[config.mk]
export PLATFORM = sky130hd
export DESIGN_NAME = esc_telemetry_frame_parser
export DESIGN_NICKNAME = d
export VERILOG_FILES = /design/src/etp_pkg.sv /design/src/esc_telemetry_frame_parser.sv /design/src/etp_front.sv /design/src/etp_back.sv
export VERILOG_INCLUDE_DIRS = /design/src /design/src/src
export SDC_FILE = /design/constraint.sdc
export NUM_CORES = 1
export LEC_CHECK = 0
export BUFFER_PORTS_ARGS = -buffer_cell sky130_fd_sc_hd__buf_2
export CORE_AREA = 2 2 312 314
export DETAILED_ROUTE_END_ITERATION = 10
export DIE_AREA = 0 0 314 316
export SYNTH_ARGS = -nofsm -noshare
export SYNTH_HDL_FRONTEND = slang
export SYNTH_SLANG_ARGS = --single-unit
[constraint.sdc]
create_clock -name clk -period 7.6 [get_ports clk]
set_clock_uncertainty 0.15 [all_clocks]
set_input_delay 0 -clock clk [delete_from_list [all_inputs] [get_ports clk]]
set_output_delay 0 -clock clk [all_outputs]
set_load 0.01 [all_outputs]
[src/esc_telemetry_frame_parser_defines.svh]
// ---------------------------------------------------------------------------
// Assertion macros for the ESC telemetry frame parser
// ---------------------------------------------------------------------------
`ifndef ESC_TELEMETRY_FRAME_PARSER_DEFINES_SVH
`define ESC_TELEMETRY_FRAME_PARSER_DEFINES_SVH

// implication checked every clock, off during reset
`define ETP_ASSERT_IMP(label, ante, cons, msg) \
	label: assert property (@(posedge clk) disable iff (!arst_n) (ante) |-> (cons)) \
		else $error(msg);

// implication whose consequent is checked in the next cycle
`define ETP_ASSERT_NEXT(label, ante, cons, msg) \
	label: assert property (@(posedge clk) disable iff (!arst_n) (ante) |=> (cons)) \
		else $error(msg);

`endif

[src/etp_pkg.sv]
// ---------------------------------------------------------------------------
// etp_pkg
// Types and constants shared by the ESC telemetry frame parser.
// ---------------------------------------------------------------------------
package etp_pkg;

	localparam int FRAME_BYTES = 10;
	localparam int MOTORS_DEF  = 4;
	localparam int QDEPTH      = 2;

	localparam logic [7:0]  CRC_POLY     = 8'h07;
	localparam logic [6:0]  RPM_SCALE    = 7'd100;
	localparam logic [31:0] TIMEOUT_RST  = 32'd1000;
	localparam logic [7:0]  POLES_RST    = 8'd14;

	localparam logic [0:0] CFG_TIMEOUT = 1'b0;
	localparam logic [0:0] CFG_POLES   = 1'b1;

	localparam logic REQ_BYTE   = 1'b0;
	localparam logic REQ_EXPECT = 1'b1;

	localparam logic [1:0] ST_PUBLISHED = 2'd0;
	localparam logic [1:0] ST_CRC_ERR   = 2'd1;
	localparam logic [1:0] ST_UNASSIGN  = 2'd2;

	typedef struct packed {
		logic        req_type;
		logic [7:0]  data_byte;
		logic [2:0]  motor_sel;
		logic [31:0] now_us;
	} in_word_t;

	typedef struct packed {
		logic [1:0]        status;
		logic [2:0]        motor_slot;
		logic signed [7:0] temp_degc;
		logic [15:0]       volt_cv;
		logic [15:0]       curr_ca;
		logic [15:0]       used_mah;
		logic [22:0]       elec_rpm;
		logic [22:0]       mechanical_rpm;
		logic [7:0]        seen_motors;
		logic [31:0]       good_frames;
		logic [31:0]       crc_errors;
		logic [31:0]       unassigned_frames;
	} out_word_t;

	// front to back: full window plus classification
	typedef struct packed {
		logic        req_type;
		logic [2:0]  motor_sel;
		logic [31:0] now_us;
		logic        frame;      // window full after this byte
		logic [FRAME_BYTES*8-1:0] win;
	} task_word_t;

	// one byte step of CRC-8, MSB first
	function automatic logic [7:0] crc8_byte(input logic [7:0] c, input logic [7:0] d);
		logic [7:0] r;
		r = c ^ d;
		for (int b = 0; b < 8; b++) begin
			r = r[7] ? ((r << 1) ^ CRC_POLY) : (r << 1);
		end
		return r;
	endfunction

endpackage

[src/esc_telemetry_frame_parser.sv]
// ---------------------------------------------------------------------------
// esc_telemetry_frame_parser
// CRC-8 checked ESC telemetry frame parser with expected-motor assignment.
// ---------------------------------------------------------------------------
//  channel  | handshake        | word
//  in       | in_valid/stall   | req_type, data_byte, motor_sel, now_us
//  out      | out_valid/stall  | status, decoded fields, counters
//  cfg      | cfg_we           | cfg_index, cfg_data
// Non-frame words are queued by the front and consumed by the back end from idle.
// A byte that fills the window holds the input until its frame is done: it is
// queued, started, CRC-checked over the bytes before the CRC byte, judged, divided
// serially for mechanical rpm, and loaded into the output register.
// Input stalls while a frame is in flight, a stalled result holds the back
// end, or the two-entry queue is full.
// Reset clears counters, fill count and expected motor; the window is not reset.
`include "esc_telemetry_frame_parser_defines.svh"
module esc_telemetry_frame_parser #(
	parameter int MOTORS = etp_pkg::MOTORS_DEF
) (
	input  logic               clk,
	input  logic               arst_n,
	input  etp_pkg::in_word_t  in_data,
	input  logic               in_valid,
	output logic               in_stall,
	output etp_pkg::out_word_t out_data,
	output logic               out_valid,
	input  logic               out_stall,
	input  logic               cfg_we,
	input  logic [0:0]         cfg_index,
	input  logic [31:0]        cfg_data
);
	etp_pkg::task_word_t q_data;
	logic        q_valid, q_pop, frame_clear;
	logic [31:0] timeout_q;
	logic [7:0]  poles_q;

	// configuration registers
	always_ff @(posedge clk or negedge arst_n) begin
		if (!arst_n) begin
			timeout_q <= etp_pkg::TIMEOUT_RST;
			poles_q   <= etp_pkg::POLES_RST;
		end else if (cfg_we) begin
			unique case (cfg_index)
				etp_pkg::CFG_TIMEOUT: timeout_q <= cfg_data;
				etp_pkg::CFG_POLES:   poles_q   <= cfg_data[7:0];
				default: ;
			endcase
		end
	end

	etp_front u_front (
		.clk, .arst_n, .in_data, .in_valid, .in_stall,
		.frame_clear, .q_data, .q_valid, .q_pop
	);

	etp_back #(.MOTORS(MOTORS)) u_back (
		.clk, .arst_n, .q_data, .q_valid, .q_pop, .frame_clear,
		.timeout_us(timeout_q), .pole_count(poles_q),
		.out_data, .out_valid, .out_stall
	);

	`ETP_ASSERT_NEXT(a_out_hold, out_valid && out_stall, out_valid && $stable(out_data), "output word changed while stalled")
	`ETP_ASSERT_IMP(a_pop_valid, q_pop, q_valid, "pop from empty queue")
	`ETP_ASSERT_IMP(a_status_range, out_valid, out_data.status != 2'd3, "bad status code")
endmodule

[src/etp_front.sv]
// ---------------------------------------------------------------------------
// etp_front
// Accepts words, keeps the sliding byte window, queues work for the back end.
// ---------------------------------------------------------------------------
module etp_front (
	input  logic                clk,
	input  logic                arst_n,
	input  etp_pkg::in_word_t   in_data,
	input  logic                in_valid,
	output logic                in_stall,
	input  logic                frame_clear,   // back end: good or unassigned frame
	output etp_pkg::task_word_t q_data,
	output logic                q_valid,
	input  logic                q_pop
);
	localparam int FB = etp_pkg::FRAME_BYTES;

	logic [7:0] win_q [FB];
	logic [3:0] fill_q;
	logic       busy_q;     // a frame is in flight; window held until its result is loaded for output

	etp_pkg::task_word_t qmem_q [etp_pkg::QDEPTH];
	logic                wr_q, rd_q;
	logic [1:0]          cnt_q;

	logic       acc;
	logic       is_byte;
	logic [3:0] fill_nx;
	logic [7:0] win_nx [FB];
	etp_pkg::task_word_t tw;

	// stall while queue full or window waiting for a frame verdict
	assign in_stall = (cnt_q == 2'(etp_pkg::QDEPTH)) || busy_q;
	assign acc      = in_valid && !in_stall;
	assign is_byte  = in_data.req_type == etp_pkg::REQ_BYTE;

	// next window contents
	always_comb begin
		for (int i = 0; i < FB; i++) win_nx[i] = win_q[i];
		fill_nx = fill_q;
		if (fill_q < 4'(FB)) begin
			win_nx[fill_q] = in_data.data_byte;
			fill_nx = fill_q + 4'd1;
		end else begin
			for (int i = 0; i < FB - 1; i++) win_nx[i] = win_q[i + 1];
			win_nx[FB - 1] = in_data.data_byte;
		end
		tw.req_type  = in_data.req_type;
		tw.motor_sel = in_data.motor_sel;
		tw.now_us    = in_data.now_us;
		tw.frame     = is_byte && (fill_nx == 4'(FB));
		for (int i = 0; i < FB; i++) tw.win[(FB-1-i)*8 +: 8] = win_nx[i];
	end

	// window and fill state
	always_ff @(posedge clk) begin
		if (acc && is_byte) for (int i = 0; i < FB; i++) win_q[i] <= win_nx[i];
	end

	always_ff @(posedge clk or negedge arst_n) begin
		if (!arst_n) begin
			fill_q <= '0;
			busy_q <= 1'b0;
		end else begin
			if (frame_clear) fill_q <= '0;
			else if (acc && is_byte) fill_q <= fill_nx;
			if (acc && tw.frame) busy_q <= 1'b1;
			else if (q_pop && q_data.frame) busy_q <= 1'b0;
		end
	end

	// work queue
	always_ff @(posedge clk) begin
		if (acc) qmem_q[wr_q] <= tw;
	end

	always_ff @(posedge clk or negedge arst_n) begin
		if (!arst_n) begin
			wr_q  <= 1'b0;
			rd_q  <= 1'b0;
			cnt_q <= '0;
		end else begin
			if (acc) wr_q <= ~wr_q;
			if (q_pop) rd_q <= ~rd_q;
			cnt_q <= cnt_q + 2'(acc) - 2'(q_pop);
		end
	end

	assign q_valid = cnt_q != 2'd0;
	assign q_data  = qmem_q[rd_q];
endmodule

[src/etp_back.sv]
// ---------------------------------------------------------------------------
// etp_back
// Runs CRC, timeout test, decode and serial divide; keeps counters.
// ---------------------------------------------------------------------------
module etp_back #(
	parameter int MOTORS = etp_pkg::MOTORS_DEF
) (
	input  logic                clk,
	input  logic                arst_n,
	input  etp_pkg::task_word_t q_data,
	input  logic                q_valid,
	output logic                q_pop,
	output logic                frame_clear,
	input  logic [31:0]         timeout_us,
	input  logic [7:0]          pole_count,
	output etp_pkg::out_word_t  out_data,
	output logic                out_valid,
	input  logic                out_stall
);
	localparam int FB = etp_pkg::FRAME_BYTES;
	localparam int SW = $clog2(MOTORS + 1);

	typedef enum logic [4:0] {
		S_IDLE = 5'b00001,
		S_CRC  = 5'b00010,
		S_EVAL = 5'b00100,
		S_DIV  = 5'b01000,
		S_OUT  = 5'b10000
	} state_t;

	state_t      st_q;
	logic [3:0]  idx_q;
	logic [7:0]  crc_q;
	logic [SW-1:0] exp_q;
	logic [31:0] since_q;
	logic [7:0]  seen_q;
	logic [31:0] good_q, crcc_q, unas_q;
	logic [22:0] rem_q, quo_q;
	logic [6:0]  pairs_q;
	logic [4:0]  dcnt_q;
	etp_pkg::out_word_t res_q;
	etp_pkg::out_word_t out_q;   // output word, held while stalled
	logic        ovalid_q;

	logic [7:0]  byte_at;
	logic [31:0] age;
	logic        active;
	logic [23:0] trial;
	logic [22:0] erpm_w;

	assign byte_at = q_data.win[(FB-1-int'(idx_q))*8 +: 8];
	assign age     = q_data.now_us - since_q;
	assign active  = (exp_q < SW'(MOTORS)) && (age <= timeout_us);
	// frame bytes 7..8, big-endian, times 100
	assign erpm_w  = {7'd0, q_data.win[23:8]} * {16'd0, etp_pkg::RPM_SCALE};
	assign trial   = {rem_q, quo_q[22]} - {17'd0, pairs_q};

	assign q_pop       = (st_q == S_IDLE && q_valid && !q_data.frame)
	                  || (st_q == S_OUT && !ovalid_q);
	assign frame_clear = st_q == S_OUT && !ovalid_q && res_q.status != etp_pkg::ST_CRC_ERR;
	assign out_data    = out_q;
	assign out_valid   = ovalid_q;

	always_ff @(posedge clk) begin
		unique case (st_q)
			S_IDLE: begin
				idx_q <= '0;
				crc_q <= '0;
			end
			S_CRC: begin
				crc_q <= etp_pkg::crc8_byte(crc_q, byte_at);
				idx_q <= idx_q + 4'd1;
			end
			S_EVAL: begin
				res_q <= '0;
				pairs_q <= pole_count[7:1];
				quo_q <= erpm_w;
				rem_q <= '0;
				dcnt_q <= '0;
				if (crc_q != q_data.win[7:0]) begin
					res_q.status <= etp_pkg::ST_CRC_ERR;
				end else if (!active) begin
					res_q.status <= etp_pkg::ST_UNASSIGN;
				end else begin
					res_q.status <= etp_pkg::ST_PUBLISHED;
					res_q.motor_slot <= 3'(exp_q);
					res_q.temp_degc <= q_data.win[FB*8-1 -: 8];
					res_q.volt_cv <= q_data.win[FB*8-9 -: 16];
					res_q.curr_ca <= q_data.win[FB*8-25 -: 16];
					res_q.used_mah <= q_data.win[FB*8-41 -: 16];
					res_q.elec_rpm <= erpm_w;
				end
			end
			S_DIV: begin
				// restoring divide, one quotient bit per cycle
				if (!trial[23]) begin
					rem_q <= trial[22:0];
					quo_q <= {quo_q[21:0], 1'b1};
				end else begin
					rem_q <= {rem_q[21:0], quo_q[22]};
					quo_q <= {quo_q[21:0], 1'b0};
				end
				dcnt_q <= dcnt_q + 5'd1;
				if (dcnt_q == 5'd22) begin
					res_q.seen_motors <= seen_q;
					res_q.good_frames <= good_q;
					res_q.crc_errors <= crcc_q;
					res_q.unassigned_frames <= unas_q;
					if (res_q.status == etp_pkg::ST_PUBLISHED && pairs_q != 7'd0)
						res_q.mechanical_rpm <= !trial[23] ? {quo_q[21:0], 1'b1}
						                                   : {quo_q[21:0], 1'b0};
				end
			end
			S_OUT: begin
				if (!ovalid_q) out_q <= res_q;
			end
			default: ;
		endcase
	end

	always_ff @(posedge clk or negedge arst_n) begin
		if (!arst_n) begin
			st_q     <= S_IDLE;
			exp_q    <= SW'(MOTORS);
			since_q  <= '0;
			seen_q   <= '0;
			good_q   <= '0;
			crcc_q   <= '0;
			unas_q   <= '0;
			ovalid_q <= 1'b0;
		end else begin
			if (ovalid_q && !out_stall) ovalid_q <= 1'b0;
			unique case (st_q)
				S_IDLE: begin
					if (q_valid && q_data.frame) st_q <= S_CRC;
					else if (q_valid && q_data.req_type == etp_pkg::REQ_EXPECT
					         && {1'b0, q_data.motor_sel} < 4'(MOTORS)) begin
						exp_q   <= SW'(q_data.motor_sel);
						since_q <= q_data.now_us;
					end
				end
				S_CRC: if (idx_q == 4'(FB - 2)) st_q <= S_EVAL;
				S_EVAL: begin
					st_q <= S_DIV;
					if (crc_q != q_data.win[7:0]) crcc_q <= crcc_q + 32'd1;
					else begin
						if (!active) unas_q <= unas_q + 32'd1;
						else begin
							good_q <= good_q + 32'd1;
							seen_q <= seen_q | (8'd1 << exp_q);
						end
						exp_q <= SW'(MOTORS);
					end
				end
				S_DIV: if (dcnt_q == 5'd22) st_q <= S_OUT;
				S_OUT: begin
					if (!ovalid_q) begin
						ovalid_q <= 1'b1;
						st_q <= S_IDLE;
					end
				end
				default: st_q <= S_IDLE;
			endcase
		end
	end
endmodule

==> flow_metrics.py, run 1 <==
metrics = {
    "placement": {
        "hpwl_um": 64400,
        "gp_congestion": 0.854,
        "port_buffers": 292,
        "placed_cells": 4545,
    },
    "synthesis": {
        "ys.flop_type": "edfxtp_1",
        "synth_cell_types": 80,
        "synth_area_leaders": "edfxtp_1 56%, dfrtp_1 11%, ha_1 4.0%",
        "ys_ff_latch": 995,
        "synth_top_area_frac": 0.561,
        "syn-instance-count": 3072,
        "yosysMostFrequentCell": "edfxtp_1",
        "syn_area_um2": 43000,
        "synth_edf_count": 802,
        "avgSynthCellArea_um2": 14.0,
        "yosysWarnings": 0,
        "yosysSeqAreaShare": 0.673,
        "synth_common_cells": "802 x edfxtp_1, 268 x nor2_1, 182 x dfrtp_1",
        "async_flop_share": 0.194,
        "yosys.area.top_type": "edfxtp_1",
    },
    "floorplanning": {
        "coreArea_um2": 96000,
        "dieArea_um2": 99200,
        "start_util": 0.448,
        "io_pins": 295,
        "die_h_um": 316,
        "die_width_um": 314,
        "row_count": 114,
    },
    "cells_and_area": {
        "syn2layout_area_growth_pct": 19.8,
        "fillers": 7860,
        "final_cells": 4955,
        "drive_gt1_frac": 0.167,
        "fin_nets": 3821,
    },
    "timing": {
        "relSlewSlack": 0.151,
        "finalSetupViolCount": 0,
        "holdWs_ps": 107,
        "period_share": 0.922,
        "fmax_mhz": 143,
        "setup_tns_ps": 0,
        "finalMaxSlewViolations": 0,
        "min_period_ps": 7010,
        "rsz0062_at_grt": "false",
        "finalHoldViolCount": 0,
        "worstMarginPinSlew_ps": 1260,
    },
    "grt": {
        "antenna_found_initial": 7,
        "grt_use_total": 0.197,
        "grt_pass1_wl_um": 151000,
        "grt_pass1_vias": 26400,
        "grt_max_degree": 102,
        "gr-total-overflow": 0,
    },
    "setup_path": {
        "required_ps": 8030,
        "worstPathArrival_ps": 7430,
        "worst_setup_path_end_kind": "flip-flop",
        "start_kind": "flip-flop",
        "critPathMaxFanout": 29,
        "crit_type": "flip-flop to flip-flop",
    },
    "run_status": {
        "status": "complete, no violations",
    },
    "clock_tree": {
        "h-tree-depth": 3,
        "cts_setup_buffers": 0,
        "clk_pin_slew_ps": 60,
        "cts-root-buf": "clkbuf_16",
        "clock_sink_count": 995,
        "numCtsBuffers": 102,
        "cts_tree": "yes",
        "cts_buffer_depth": 3,
        "clk_latency_ps": 700,
    },
    "route": {
        "drt-initial-drc-count": 1725,
        "drcViolationCount": 0,
        "wl_um": 98300,
        "wl_per_cell_um": 19.8,
        "ant_nets": 0,
        "vias": 25800,
        "firstDrtPassIters": 8,
        "vias_per_cell": 5.21,
    },
    "power": {
        "cellPowerDensity_nw_per_um2": 216,
        "ir_drop_uv": 167,
        "p_leak_nw": 18.2,
        "power_mw": 11.1,
    },
    "worst_hold_path": {
        "hold_path.class": "input pin to flip-flop",
    },
    "flow_run": {
        "cap_viol_max_count": 0,
    },
}
-- sequential cells by signal (all words and copies together), names as in the netlist, 3 cells and up --
signal	cells
poles_q	7
u_back.res_q	209
u_back.since_q	32
u_back.out_data	209
u_back.crcc_q	32
u_back.dcnt_q	5
u_back.quo_q	23
timeout_q	32
u_back.idx_q	4
u_back.unas_q	32
u_back.rem_q	23
u_front.fill_q	4
u_back.exp_q	3
u_front.win_q	80
u_back.crc_q	8
u_back.st_q	5
u_back.pairs_q	7
u_back.good_q	32
u_front.qmem_q	234
u_back.seen_q	8
-- power by group --
| group | switching [mW] | total (mW) | internal, mW |
|---|---|---|---|
| combinational | 0.136 | 0.282 | 0.145 |
| clock | 2.15 | 4.98 | 2.82 |
| sequential | 0.0114 | 5.87 | 5.86 |
| total | 2.30 | 11.1 | 8.83 |
-- cell families after synthesis --
logic type | after synthesis | share of synthesized area
compound gates | 391 | 0.0545
xor+xnor | 186 | 0.0379
fa+ha+maj | 151 | 0.0462
buf+inv | 302 | 0.0275
flops | 995 | 0.673
mux | 247 | 0.0675
other cells | 1 | 0.0000873
simple gates | 799 | 0.0930
-- area by class of cell --
cell class	count	area, µm²	area share
clock inverters	61	663	0.0129
well taps	1276	1600	0.0310
multi-input cells	1777	13000	0.252
flip-flops and latches	995	28900	0.562
repair buffers	535	3870	0.0753
inverters	177	674	0.0131
diodes	3	7.51	0.000146
clock buffers	131	2740	0.0533
-- placed cells by master (no fill, tap or decap), types with 10 or more instances in the layout --
master	count
edfxtp_1	802
buf_2	291
nor2_1	265
dlygate4sd3_1	214
dfrtp_1	181
inv_1	174
mux2i_1	165
nand2_1	150
a21oi_1	147
ha_1	138
and2_1	134
xnor2_1	123
o21ai_0	103
clkbuf_16	102
xor2_1	63
mux2_2	53
nand4_1	42
nand3_1	38
nor3_1	38
a21o_1	34
mux4_2	29
buf_4	26
clkbuf_1	21
and3_1	20
clkinv_2	20
nor2b_1	19
o21bai_1	16
nor4_1	16
clkinv_1	13
fa_1	13
o21a_1	11
and4_1	11
nand2b_1	11
dfstp_2	11
or3_1	10
-- per-stage QoR --
stage	util	worst slack, ps	cell area (µm²)
after CTS	0.536	459	51500
after global placement	0.478	628	45900
final	0.536	591	51500
after global routing	0.536	116	51500
after detailed placement	0.478	507	45900
after floorplan	-	624	43000
-- critical path, cell delays in order (launching register included) --
cell and delay, ps:
dfrtp_4 490, buf_4 440, mux2_2 410, ha_1 380, a211o_1 300, o311a_1 290, o21ai_0 250, a31oi_1 200
o311ai_1 480, and2_1 260, o21ai_0 150, xnor2_1 280, ha_1 310, a21o_1 180, a21o_1 170, a21oi_1 120
o21ai_0 90, a21oi_1 200, a21boi_1 590, o21ai_2 350, nor2_1 390, mux2_2 380
-- per-layer routing --
metal | GRT usage | vias to the layer above | part of all wire
li1 | - | 12200 | -
met3 | 0.0290 | 155 | 0.045
met1 | 0.273 | 12900 | 0.45
met5 | 0 | - | 0.00038
met4 | 0.0633 | 6 | 0.024
met2 | 0.323 | 626 | 0.48
-- path summary, 6_finish.rpt --
path,cells past startpoint,from,slack (ps),end
worst max-delay path,21,u_front.rd_q,590,u_back.good_q[1]
worst min-delay path,3,in_data[43],110,u_front.qmem_q[1][80]
worst max register to register,21,u_front.rd_q,590,u_back.good_q[1]
worst min register to register,0,u_back.seen_q[6],220,u_back.seen_q[6]
max in group asynchronous,4,arst_n,5940,u_front.rd_q
min in group asynchronous,4,arst_n,340,u_back.crcc_q[31]
-- repair_timing --
action                                 CTS  global route
setup endpoints to repair                0            10
hold buffers                           215             0
endpoints found under the hold margin  579             0
gates resized for setup                  0             2
Power figures use the tool's default switching activity.
==> run 2: changes to the inputs <==
--- a/config.mk
+++ b/config.mk
@@ -8,6 +8,7 @@
 export LEC_CHECK = 0
 export BUFFER_PORTS_ARGS = -buffer_cell sky130_fd_sc_hd__buf_2
 export CORE_AREA = 2 2 312 314
+export CTS_CLUSTER_DIAMETER = 200
 export DETAILED_ROUTE_END_ITERATION = 10
 export DIE_AREA = 0 0 314 316
 export SYNTH_ARGS = -nofsm -noshare
==> constraint.sdc (replaced) <==
create_clock -name clk -period 7.6 [get_ports clk]
set_clock_uncertainty 0.15 [all_clocks]
set_input_delay 0.38 -clock clk [delete_from_list [all_inputs] [get_ports clk]]
set_output_delay 0.38 -clock clk [all_outputs]
set_load 0.01 [all_outputs]
==> flow_metrics.py, run 2 (synthesized netlist as in run 1, its figures left out) <==
metrics = {
    "run_status": {
        "status": "complete, no violations",
    },
    "cells_and_area": {
        "fin_nets": 3678,
        "multi_input_area_um2": 13000,
        "top_register": "u_front.qmem_q",
        "final_common_cell": "edfxtp_1",
        "seq_area_um2": 28900,
        "final_cell_mix": "802 x edfxtp_1, 291 x buf_2, 265 x nor2_1",
        "final_cells": 4811,
        "fin_util": 0.522,
        "syn2layout_area_growth_pct": 16.7,
        "largest_register_ffs": 234,
        "fillers": 8031,
        "drive_gt1_frac": 0.177,
    },
    "floorplanning": {
        "row_count": 114,
        "start_util": 0.448,
        "die_h_um": 316,
        "io_pins": 295,
        "die_width_um": 314,
        "dieArea_um2": 99200,
        "coreArea_um2": 96000,
    },
    "power": {
        "power_switching_mw": 2.32,
        "intPower_mw": 8.93,
        "p_sw_frac": 0.207,
        "seqPwrFrac": 0.522,
        "ir_drop_uv": 168,
        "clockPowerShare": 0.461,
        "p_leak_nw": 17.7,
        "cellPowerDensity_nw_per_um2": 225,
        "comb_power_share": 0.017,
    },
    "grt": {
        "grt_pass1_wl_um": 147000,
        "antenna_found_initial": 8,
        "grt_pass1_vias": 25600,
        "gr-total-overflow": 0,
        "grt_max_degree": 102,
        "grt_use_total": 0.192,
    },
    "setup_path": {
        "slowest_stage": "dfrtp_4",
        "path_cells": "buf_4 -> mux2_2 -> ha_1 -> a211o_1 -> o311a_1 -> o21ai_0 -> a31oi_1 -> o311ai_1 -> and2_1 -> o21ai_0 -> xnor2_1 -> ha_1 -> a21o_1 -> a21o_1 -> a21oi_1 -> o21ai_0 -> a21oi_1 -> a21boi_1 -> o21ai_1 -> nor2_1 -> mux2_2",
        "worstPathArrival_ps": 7360,
        "start_kind": "flip-flop",
        "worst_setup_path_end_kind": "flip-flop",
        "max_stage_delay_ps": 490,
        "cp_common_cell": "o21ai_0",
        "crit_type": "flip-flop to flip-flop",
        "critPathMaxFanout": 29,
        "required_ps": 8020,
    },
    "route": {
        "wl_um": 95500,
        "routed.top_layer": "met5",
        "drcViolationCount": 0,
        "firstDrtPassIters": 6,
        "dr_wl_met3_um": 4320,
        "wl_per_cell_um": 19.8,
        "vias": 25000,
        "drt-initial-drc-count": 1692,
        "wl_met1_um": 43000,
        "vias_per_cell": 5.20,
        "ant_nets": 0,
        "wl_met2_um": 45900,
    },
    "clock_tree": {
        "cts_buffer_depth": 3,
        "clk_pin_slew_ps": 60,
        "numCtsBuffers": 103,
        "cts_setup_buffers": 0,
        "clk_latency_ps": 710,
        "h-tree-depth": 3,
        "cts_tree": "yes",
        "cts-root-buf": "clkbuf_16",
        "clock_sink_count": 995,
    },
    "placement": {
        "gp_congestion": 0.854,
        "hpwl_um": 64600,
        "port_buffers": 292,
        "placed_cells": 4545,
    },
    "timing": {
        "rsz0062_at_grt": "false",
        "finalSetupViolCount": 0,
        "finalHoldViolCount": 0,
        "setup_tns_ps": 0,
        "worstMarginPinSlew_ps": 1230,
        "period_share": 0.912,
        "fmax_mhz": 144,
        "min_period_ps": 6930,
        "relSlewSlack": 0.171,
        "finalMaxSlewViolations": 0,
    },
    "worst_hold_path": {
        "hold_path.class": "input pin to flip-flop",
    },
    "flow_run": {
        "cap_viol_max_count": 0,
    },
}
-- run 2: cell count changes in the layout (fill, tap and decap cells not counted), sizes merged --
cell / change
diode: -2
bufinv: +5
buf: -1
clkinv: -3
clkbuf: -8
dlygate4sd3: -143
inv: +8
-- run 2: repair_timing --
item	CTS	global route
hold endpoints to repair	205	0
hold buffers	71	0
resized for setup	0	1
setup endpoints to repair	0	9
-- run 2: final timing paths --
kind,startpoint,endpoint,slack [ps],cells after the start
setup / recovery,u_front.rd_q,u_back.good_q[1],670,21
hold / removal,in_data[42],u_front.win_q[9][7],80,2
setup reg to reg,u_front.rd_q,u_back.good_q[1],670,21
hold reg to reg,u_back.seen_q[5],u_back.seen_q[5],220,0
max in group asynchronous,arst_n,u_front.rd_q,5770,3
min in group asynchronous,arst_n,u_back.seen_q[7],180,2
-- run 2: per-stage QoR --
step           hold WS, ps  cell area [µm²]  setup WS, ps  power, mW
6_report              78.5            50100           668       11.3
5_1_grt               92.5            50100          71.1       11.6
4_1_cts               39.8            50100           502       11.4
3_5_place_dp           211            45900           530       6.15
3_3_place_gp           207            45900           658       6.14
2_1_floorplan        -65.6            43000           624       6.06
-- run 2: critical path: cells and delay by family, from the launching register on --
kind	cells	cell delay, ps
adders and majority gates	2	670
buffers and inverters	1	430
AOI/OAI and AO/OA	13	3390
and+or+nand+nor	2	700
xor gates and xnor gates	1	150
DFF	1	490
muxes	2	800
-- run 2: area by class of cell --
| type | instances | share of cell area |
|---|---|---|
| flip-flops and latches | 995 | 0.577 |
| multi-input cells | 1777 | 0.259 |
| clock buffers | 123 | 0.0539 |
| repair buffers | 391 | 0.0482 |
| well taps | 1276 | 0.0319 |
| clock inverters | 71 | 0.0162 |
| inverters | 177 | 0.0135 |
| diodes | 1 | 0.0000499 |
-- run 2: per-layer routing --
metal,track usage,vias to the layer above
met5,0,-
met4,0.0594,12
met3,0.0308,134
met2,0.317,548
met1,0.263,12400
li1,-,11900
-- run 2: power groups by stage --
stage,logic [mW],registers [mW],clock network (mW)
final,0.196,5.87,5.19
after global routing,0.222,5.87,5.53
after global placement,0.164,5.98,0
after floorplan,0.0818,5.98,0
after CTS,0.200,5.87,5.30
after detailed placement,0.170,5.98,0
